File: src/hw/rtl/osfir_pkg.sv
// ----------------------------------------------------------------------------
// osfir_pkg
// Shared sizes, derived widths and interface types of the overlap-save
// block FIR filter.
// ----------------------------------------------------------------------------
package osfir_pkg;

  localparam int TAPS      = 512;
  localparam int WINDOW    = 1024;
  localparam int TAP_AW    = $clog2(TAPS);
  localparam int WIN_AW    = $clog2(WINDOW);
  localparam int SMP_W     = 16;
  localparam int TAP_IDX_W = 9;
  localparam int DIGIT_W   = 4;
  localparam int NDIG      = SMP_W / DIGIT_W;
  localparam int SLOT_W    = $clog2(NDIG);
  localparam int PROD_W    = 2 * SMP_W;
  localparam int ACC_W     = PROD_W + TAP_AW;
  localparam int FRAC      = SMP_W - 1;

  typedef struct packed {
    logic load;
    logic last;
  } mac_ctl_t;

  typedef struct packed {
    logic             valid;
    logic [SMP_W-1:0] value;
  } mac_res_t;

endpackage

File: src/hw/rtl/osfir_mac.sv
// ----------------------------------------------------------------------------
// osfir_mac
// Digit-serial multiply-accumulate: the sample operand is consumed four bits
// per cycle against the full tap, products are summed exactly, and each
// finished sum is rounded and saturated to a 16-bit result.
// ----------------------------------------------------------------------------
module osfir_mac import osfir_pkg::*; (
  input  logic                    clk,
  input  logic                    rst,
  input  mac_ctl_t                ctl,
  input  logic signed [SMP_W-1:0] tap,
  input  logic signed [SMP_W-1:0] smp,
  output mac_res_t                res
);

  localparam int HI_W = SMP_W + 1;
  localparam int S_W  = SMP_W + DIGIT_W + 1;
  localparam int Q_W  = ACC_W + 1 - FRAC;
  localparam int RND  = 1 << (FRAC - 1);

  logic                        active;
  logic [SLOT_W-1:0]           cnt;
  logic                        last_r;
  logic signed [SMP_W-1:0]     tap_r;
  logic [SMP_W-DIGIT_W-1:0]    dig_sr;
  logic signed [HI_W-1:0]      hi;
  logic [SMP_W-1:0]            lo;
  logic                        prod_valid;
  logic                        prod_last;
  logic signed [ACC_W-1:0]     acc;
  logic                        fin;

  logic signed [SMP_W-1:0]     op_tap;
  logic [DIGIT_W-1:0]          dig;
  logic                        top_digit;
  logic signed [DIGIT_W:0]     dig_s;
  logic signed [HI_W-1:0]      hi_in;
  logic signed [S_W-1:0]       pp;
  logic signed [S_W-1:0]       step;
  logic signed [HI_W-1:0]      hi_next;
  logic [SMP_W-1:0]            lo_next;
  logic signed [PROD_W-1:0]    prod;
  logic signed [ACC_W:0]       rnd_sum;
  logic signed [Q_W-1:0]       q;
  logic [SMP_W-1:0]            sat;

  // The most significant digit of the sample carries its sign.
  assign op_tap    = ctl.load ? tap : tap_r;
  assign dig       = ctl.load ? smp[DIGIT_W-1:0] : dig_sr[DIGIT_W-1:0];
  assign top_digit = !ctl.load && (cnt == SLOT_W'(NDIG - 1));
  assign dig_s     = signed'({top_digit & dig[DIGIT_W-1], dig});
  assign hi_in     = ctl.load ? '0 : hi;
  assign pp        = S_W'(op_tap) * S_W'(dig_s);
  assign step      = S_W'(hi_in) + pp;
  assign hi_next   = HI_W'(step >>> DIGIT_W);
  assign lo_next   = {step[DIGIT_W-1:0], lo[SMP_W-1:DIGIT_W]};
  assign prod      = signed'({hi[SMP_W-1:0], lo});

  assign rnd_sum = (ACC_W + 1)'(acc) + (ACC_W + 1)'(RND);
  assign q       = rnd_sum[ACC_W:FRAC];

  always_comb begin
    if (q[Q_W-1:SMP_W-1] == '0 || q[Q_W-1:SMP_W-1] == '1) begin
      sat = q[SMP_W-1:0];
    end else if (q[Q_W-1]) begin
      sat = {1'b1, {(SMP_W-1){1'b0}}};
    end else begin
      sat = {1'b0, {(SMP_W-1){1'b1}}};
    end
  end

  always_ff @(posedge clk) begin
    if (rst) begin
      active     <= 1'b0;
      cnt        <= '0;
      prod_valid <= 1'b0;
      prod_last  <= 1'b0;
      acc        <= '0;
      fin        <= 1'b0;
      res.valid  <= 1'b0;
    end else begin
      prod_valid <= 1'b0;
      fin        <= 1'b0;
      res.valid  <= 1'b0;
      if (ctl.load) begin
        tap_r  <= tap;
        dig_sr <= smp[SMP_W-1:DIGIT_W];
        hi     <= hi_next;
        lo     <= lo_next;
        last_r <= ctl.last;
        active <= 1'b1;
        cnt    <= SLOT_W'(1);
      end else if (active) begin
        dig_sr <= dig_sr >> DIGIT_W;
        hi     <= hi_next;
        lo     <= lo_next;
        cnt    <= cnt + SLOT_W'(1);
        if (cnt == SLOT_W'(NDIG - 1)) begin
          active     <= 1'b0;
          prod_valid <= 1'b1;
          prod_last  <= last_r;
        end
      end
      if (prod_valid) begin
        acc <= acc + ACC_W'(prod);
        fin <= prod_last;
      end
      if (fin) begin
        res.value <= sat;
        res.valid <= 1'b1;
        acc       <= '0;
      end
    end
  end

  a_load_when_free: assert property (@(posedge clk) disable iff (rst)
    ctl.load |-> !active)
    else $error("term loaded while the digit multiplier is still busy");

  a_fin_after_product: assert property (@(posedge clk) disable iff (rst)
    fin |-> $past(prod_valid) && $past(prod_last))
    else $error("sum finished without its last product");

endmodule

File: config.mk
export PLATFORM = sky130hd
export DESIGN_NAME = osfir_mac
export DESIGN_NICKNAME = d
export VERILOG_FILES = /design/src/hw/rtl/osfir_pkg.sv /design/src/hw/rtl/osfir_mac.sv
export SDC_FILE = /design/constraint.sdc
export NUM_CORES = 1
export LEC_CHECK = 0
export BUFFER_PORTS_ARGS = -buffer_cell sky130_fd_sc_hd__buf_2
export CAP_MARGIN = 20
export CORE_MARGIN = 1
export CORE_UTILIZATION = 35
export DETAILED_ROUTE_END_ITERATION = 8
export SYNTH_ARGS = -nofsm -noshare
export SYNTH_HDL_FRONTEND = slang
export SYNTH_SLANG_ARGS = --single-unit
File: constraint.sdc
create_clock -name clk -period 6.5 [get_ports clk]
set_input_delay 0.975 -clock clk [delete_from_list [all_inputs] [get_ports clk]]
set_output_delay 0.975 -clock clk [all_outputs]
set_load 0.005 [all_outputs]
Yosys cells after proc, flatten, opt, wreduce, memory -nomap -nowiden. Cells that the tools add are included. Widths: inputs -> output; s select.

Register bits: 126. Input bits: 36. Output and inout port bits: 17. Logic and storage cells: 57.

$add $sub $neg: 4. Multipliers: 1. Equality and inequality tests: 2. Mux-type cells: 18. Bitwise logic cells: 5. Reductions and logical operators: 13.

Operators with widths (number): $mux 16 (5); $mux 17 (4); $add 41x16->42 const B (1); $add 41x32->41 (1); $mux 12 (2); $add 17x21->21 (1); $mul 16x5->21 (1); $eq 12x12->1 const B (1); $logic_not 12->1 (1); $mux 1 (6); $reduce_and 2->1 (3); $reduce_or 2->1 (3); $mux 4 (1); $not 1->1 (4); $reduce_and 3->1 (1); $reduce_or 3->1 (1); $add 2x1->2 const B (1); $eq 2x2->1 const B (1); $reduce_bool 2->1 (1); $and 1x1->1 (1); $logic_and 1x1->1 (1); $logic_not 1->1 (1); $logic_or 1x1->1 (1).

Logic depth before layout (Yosys ltp). Gate-level depths: netlist of the first run.

Depth after elaboration: 7. Gate-level depth with buffers: 23. Mapped depth without buffers: 21.

Worst setup path after synthesis of the first run. Ideal clock, no wire load.

Kind: input -> register. From: in ctl[1] in the netlist's numbering. To: reg hi[13], data pin. Arrival time: 6.548 ns. Data required time: 6.241 ns. Slack: -0.307 ns. Stages: 21. Buffers on the path: 3. Cells stage by stage: clkbuf_1 > clkbuf_1 > buf_1 > mux2i_1 > nand3_1 > fa_1 > fa_1 > fa_1 > inv_1 > fa_1 > fa_1 > a21o_1 > a21oi_1 > nor2b_1 > o21a_1 > o22ai_1 > o211a_1 > a21oi_1 > a21o_1 > a21oi_1 > xnor2_1.

Longest elaborated chain between the ends: 7.

Ends and longest elaborated chain: start: declaration (RTL line osfir_mac.sv:10) `input mac_ctl_t ctl,`; $logic_not 1->1 (RTL line osfir_mac.sv:50) `assign top_digit = !ctl.load && (cnt == SLOT_W'(NDIG - 1));`; $logic_and 1x1->1 (RTL line osfir_mac.sv:50); $and 1x1->1 (RTL line osfir_mac.sv:51) `assign dig_s = signed'({top_digit & dig[DIGIT_W-1], dig});`; $mul 16x5->21 (RTL line osfir_mac.sv:53) `assign pp = S_W'(op_tap) * S_W'(dig_s);`; $add 17x21->21 * (RTL line osfir_mac.sv:54) `assign step = S_W'(hi_in) + pp;`; net step[17] (RTL line osfir_mac.sv:39) `logic signed [S_W-1:0] step;`; $mux 17 (RTL line osfir_mac.sv:93) `end else if (active) begin`; $mux 17 * (RTL line osfir_mac.sv:85) `if (ctl.load) begin`; end signal: assignment (RTL line osfir_mac.sv:88) `hi <= hi_next;`; end signal: assignment (RTL line osfir_mac.sv:95) `hi <= hi_next;`; end: declaration (RTL line osfir_mac.sv:26) `logic signed [HI_W-1:0] hi;`.

The timed path passes the listed nets; every way through them passes the cells marked *. The select of a mux whose other input is x is not followed. A chain may end at the register's enable or synchronous reset.

Worst setup path in the final report of the first run. Same ends and word-level chain as after synthesis.

==> run summary, run 1 <==
Drt pass-1 iters -> 5
Clock skew -> 0.0159 ns
Pwr dens -> 337 mW/mm^2
Fraction of layout cells with a size suffix above 1 -> 0.110
Mean Syn Cell Area -> 9.47 um^2
Syn Inst Count -> 1,080
Critical Path AT -> 6.12 ns
Routed WL per cell -> 14.8 um
Critical Path Source -> ctl[1]
Port Buffers -> 52
CP Cell Sequence -> buf_2 > buf_4 > mux2i_1 > nor2_1 > fa_1 > ha_1 > inv_1 > fa_1 > inv_1 > ha_1 > ha_1 > fa_1 > a21o_1 > a21oi_1 > nor2b_1 > o21a_1 > o22ai_1 > o211a_1 > a21oi_1 > a21o_1 > a21oi_1 > xnor2_1
Area delta synth->final -> 12.8%
Slew headroom -> 0.424
Post-DR vias/cell -> 4.97
Worst Setup Slack post-DPL -> 0.104 ns
Final number of setup-violating endpoints -> 0
RSZ-0062 raised after global routing -> no
Area leader, netlist -> edfxtp_1
Reg2Reg Launch Point -> dig_sr[3]
CTS Buf Count -> 17
Drt initial violations -> 479
Register area share after synthesis -> 0.323
DPL Wire Length -> 17,800 um
Area occupied by multi-input gates -> 0.00632 mm^2
Yosys reg bits -> 126
Rows -> 62
Synth async-reset ratio -> 0
Fraction of the cycle the final worst path needs -> 0.917
Mapped Nets -> 1,266
Die X -> 173 um
Synth Cell Area -> 0.0102 mm^2
Final cell count without fillers -> 1,537
Largest net degree at the start of global routing -> 38
CTS tree -> done
Fin worst setup slack -> 0.542 ns
Die Height -> 173 um
Clock tree buffer depth -> 2
Setup TNS Final -> 0 ns
Peak VDD IR -> 0.000195 V
Drc violations -> 0
Count of cell types in the netlist -> 61
Final Max Tran Viols -> 0
N_diodes -> 0
DIE AREA -> 0.0299 mm^2
Pleak -> 5.04 nW
Vias in the first global route -> 7,798
Storage element area -> 0.00330 mm^2
R2R Setup Slk -> 1.18 ns
# IOs -> 53
Post-CTS Resized -> 0
Hold Path Origin -> lo[5]
EDFF count, synth -> 78
DP Cell Count -> 1,505
Syn. warnings -> 0
Peak Freq -> 168 MHz
Critical path's slowest cell -> fa_1
Synth top area share -> 0.229
Final min period -> 5.96 ns
Final wirelength -> 22,700 um
GRT Util Overall -> 0.158
Worst-Margin Slew -> 0.863 ns
Worst skew pair latency -> 0.42 ns
Root buffer cell -> clkbuf_16
Clock transition at path regs -> 0.06 ns
Critical Path RT -> 6.66 ns
FILL cells -> 2,893
Clock sinks -> 126
Worst setup SP type -> primary input
Grt total ovfl -> 0
Worst setup EP type -> flop
WS Path Type -> in -> reg
Status -> complete, no violations
Worst Hold Class -> reg -> reg
Slowest stage delay, CP -> 0.52 ns
Area after DPL -> 0.0110 mm^2
RD Place Congestion -> 0.818
Post CTS Setup Buffer Count -> 0
Final Hold Fails -> 0
Htree depth -> 4
DR vias -> 7,643
Worst-path maximum fanout -> 18
DRT antenna net count -> 0
Ys flop type -> edfxtp_1
Final instance area -> 0.0115 mm^2
# hold bufs at CTS -> 0
Synth area leaders -> edfxtp_1 23%, fa_1 13%, ha_1 10%
Starting Density -> 0.356
Final nets -> 1,326
First-pass GRT wire length -> 38,200 um
Overall power -> 3.89 mW
Max_cap viols -> 0
Core Region -> 0.0287 mm^2
Initial antenna violation count -> 0
[sequential cells by signal, indices dropped and copies added, names as in the netlist]
signal	cells
hi	17
fin	1
active	1
prod_valid	1
acc	41
prod_last	1
last_r	1
dig_sr	12
tap_r	16
lo	16
cnt	2
res	17
[worst max-delay path: cells and delay by family]
family                   cells  cell delay (ns)
adder cells (fa/ha/maj)      6             2.22
XOR/XNOR                     1             0.08
AND/OR/NAND/NOR              2             0.19
buffers and inverters        4             0.74
AO/OA/AOI/OAI                8             1.46
multiplexers                 1             0.42
[per-layer routing]
metal  routed length [um]  global-route usage  vias to the layer above
met3                  581              0.0240                       19
li1                     -                   -                     3828
met1                10500               0.197                     3698
met4                  232              0.0369                        0
met2                11400               0.285                       98
met5                    0                   0                        -
[stage by stage]
stage	utilization	hold WS (ns)
floorplan	-	0.433
global placement	0.383	0.447
detailed placement	0.383	0.455
CTS	0.402	0.465
global route	0.402	0.473
finish	0.402	0.465
[report_power, final]
group,leakage [nW],internal [mW],switching [mW],total [mW]
clock,0.269,0.560,0.367,0.927
combinational,3.64,0.816,1.03,1.84
sequential,1.13,1.04,0.0797,1.12
total,5.04,2.41,1.48,3.89
[cells by family after synthesis]
| kind of cell | after synthesis | share of synthesized area |
|---|---|---|
| AOI/OAI and AO/OA | 200 | 0.121 |
| xor gates and xnor gates | 72 | 0.0616 |
| adders and majority gates | 150 | 0.233 |
| buffers and inverters | 152 | 0.0600 |
| DFF | 126 | 0.323 |
| muxes | 47 | 0.0472 |
| and+or+nand+nor | 333 | 0.154 |
[worst paths after layout]
path	end	depth (start not counted)
worst max-delay path	hi[13]	22
worst min-delay path	lo[1]	0
worst max register to register	hi[13]	19
worst min register to register	lo[1]	0
[cells in the mapped netlist (all sizes together), types with 8 or more instances]
cell type / count
dfxtp: 48
nor2: 134
and3: 15
clkbuf: 22
xnor2: 46
nor2b: 23
nand3: 28
edfxtp: 78
a21oi: 74
fa: 68
nand2b: 14
xor2: 26
nand4: 9
inv: 119
nor3: 19
mux2: 10
a211oi: 10
a21o: 21
ha: 82
mux2i: 37
o21ai: 37
nand2: 60
o211ai: 8
a31oi: 10
buf: 11
[final cells by class]
type                       instances  area share
clock buffer                      20      0.0378
inverter                         119      0.0387
tap                              384      0.0416
clock inverter                    12      0.0104
sequential                       126       0.286
multi-input combinational        802       0.548
timing repair buffer              74      0.0369
[cells in the final DEF, fill, tap and decap left out, types with 7 or more instances in the layout]
| cell type | n |
|---|---|
| o211ai_1 | 8 |
| mux2_2 | 10 |
| nand3_1 | 28 |
| nand2_1 | 59 |
| ha_1 | 82 |
| nand4_1 | 9 |
| o22ai_1 | 7 |
| nor2_1 | 133 |
| nor2b_1 | 22 |
| buf_4 | 22 |
| edfxtp_1 | 78 |
| a21oi_1 | 74 |
| o21ai_0 | 36 |
| and3_1 | 15 |
| a211oi_1 | 10 |
| a31oi_1 | 9 |
| a21o_1 | 21 |
| o21bai_1 | 7 |
| nor3_1 | 19 |
| buf_2 | 52 |
| nand2b_1 | 14 |
| xor2_1 | 26 |
| mux2i_1 | 36 |
| xnor2_1 | 46 |
| clkbuf_16 | 17 |
| inv_1 | 119 |
| dfxtp_1 | 48 |
| fa_1 | 68 |
Note: power is estimated with default switching activity, not from simulation.
==> run 2: changes to the inputs <==
--- a/config.mk
+++ b/config.mk
@@ -7,9 +7,11 @@
 export LEC_CHECK = 0
 export BUFFER_PORTS_ARGS = -buffer_cell sky130_fd_sc_hd__buf_2
 export CAP_MARGIN = 20
+export CORE_ASPECT_RATIO = 1.4
 export CORE_MARGIN = 1
 export CORE_UTILIZATION = 35
 export DETAILED_ROUTE_END_ITERATION = 8
+export PLACE_DENSITY = 0.55
 export SYNTH_ARGS = -nofsm -noshare
 export SYNTH_HDL_FRONTEND = slang
 export SYNTH_SLANG_ARGS = --single-unit
==> run 2 against run 1 <==
Sequential cell count stayed put. Global-route usage is 1.2 points higher. Worst setup slack better by 0.051 ns. Highest routed layer unchanged.
==> run summary, run 2 (synthesis results as in run 1) <==
Status -> complete, no violations
Die Height -> 204 um
First-pass GRT wire length -> 39,900 um
Final number of setup-violating endpoints -> 0
RD Place Congestion -> 0.854
Worst skew pair latency -> 0.44 ns
Most frequent cells in the layout -> 133 x nor2_1, 119 x inv_1, 82 x ha_1, 78 x edfxtp_1, 74 x a21oi_1
Root buffer cell -> clkbuf_16
Grt total ovfl -> 0
Rows -> 73
Area delta synth->final -> 13.3%
Peak VDD IR -> 0.000223 V
Drt pass-1 iters -> 4
Worst-path maximum fanout -> 15
Fraction of layout cells with a size suffix above 1 -> 0.114
Drc violations -> 0
Vias in the first global route -> 8,029
Clock sinks -> 126
Critical Path RT -> 6.68 ns
Core Region -> 0.0286 mm^2
Die X -> 147 um
# IOs -> 53
Final min period -> 5.91 ns
Hold_ws -> 0.460 ns
Critical Path AT -> 6.09 ns
GRT Util Overall -> 0.170
WS Path Type -> in -> reg
DRT antenna net count -> 0
Pwr dens -> 345 mW/mm^2
Top Registers -> acc: 41 flops, hi: 17 flops, res: 17 flops
Clock tree buffer depth -> 2
Clock transition at path regs -> 0.06 ns
Final nets -> 1,325
Reg with most FFs -> acc
Drt initial violations -> 250
Final Hold Fails -> 0
Max reg flops -> 41
Post-CTS Resized -> 0
Worst setup SP type -> primary input
Hold path depth -> 0
Post CTS Setup Buffer Count -> 0
Setup TNS Final -> 0 ns
Htree depth -> 4
Post-DR vias/cell -> 5.03
Final wirelength -> 24,000 um
CTS tree -> done
Clock skew -> 0.00818 ns
Peak Freq -> 169 MHz
Fraction of the cycle the final worst path needs -> 0.909
Worst setup EP type -> flop
CTS Buf Count -> 17
DPL Wire Length -> 18,900 um
DP Cell Count -> 1,495
Initial antenna violation count -> 0
N_diodes -> 0
Max_cap viols -> 0
Port Buffers -> 52
Routed WL per cell -> 15.7 um
Commonest non-fill, non-tap cell in the layout -> nor2_1
Final cell count without fillers -> 1,527
DIE AREA -> 0.0299 mm^2
RSZ-0062 raised after global routing -> no
Pleak -> 5.06 nW
DR vias -> 7,680
FILL cells -> 2,803
Final Max Tran Viols -> 0
Worst Hold Class -> reg -> reg
Slew headroom -> 0.282
Worst-Margin Slew -> 1.07 ns
# hold bufs at CTS -> 0
Worst r2r path cells -> 19
Largest net degree at the start of global routing -> 38
Starting Density -> 0.358
run 2: report_power, final:
group | internal (mW) | leakage (nW) | switching (mW)
combinational | 0.813 | 3.63 | 1.04
clock | 0.651 | 0.300 | 0.385
sequential | 1.04 | 1.13 | 0.0760
run 2: worst paths after layout:
path,from,to,slack (ns)
min,lo[8],lo[4],0.46
max reg2reg,dig_sr[3],hi[14],1.13
min reg2reg,lo[8],lo[4],0.46
max,ctl[1],hi[14],0.59
run 2: per-layer routing:
metal	global-route usage	vias up	routed length, um
met4	0.0759	0	691
met2	0.327	117	13000
met3	0.0270	40	531
met5	0	-	0
met1	0.181	3685	9720
li1	-	3838	-
run 2: critical path: stages:
cell	delay, ns
buf_2	0.34
mux2i_2	0.29
nand3_1	0.14
fa_1	0.53
fa_1	0.52
fa_1	0.56
inv_1	0.06
fa_1	0.53
ha_1	0.31
a21o_1	0.15
a21oi_1	0.24
o21ai_0	0.17
a31oi_1	0.30
a211oi_1	0.16
o21a_1	0.19
nor2_1	0.21
o21bai_1	0.11
a21oi_1	0.19
xnor2_1	0.09
run 2: metrics by stage:
step / area (um^2) / worst slack (ns) / total power, mW / utilization
after floorplan: 10200 / 0.0439 / 2.58 / -
after global placement: 11000 / 0.223 / 2.95 / 0.383
after detailed placement: 11000 / 0.151 / 2.97 / 0.383
after CTS: 11600 / 0.612 / 4.04 / 0.406
after global routing: 11600 / 0.222 / 4.34 / 0.406
final: 11600 / 0.593 / 4.00 / 0.406
run 2: cell type report:
| cell class | count | area, um^2 | share of cell area |
|---|---|---|---|
| flip-flops and latches | 126 | 3300 | 0.285 |
| inverters | 119 | 447 | 0.0385 |
| clock buffers | 18 | 439 | 0.0379 |
| clock inverters | 14 | 191 | 0.0165 |
| well taps | 375 | 469 | 0.0405 |
| multi-input cells | 802 | 6320 | 0.546 |
| repair buffers | 73 | 418 | 0.0360 |
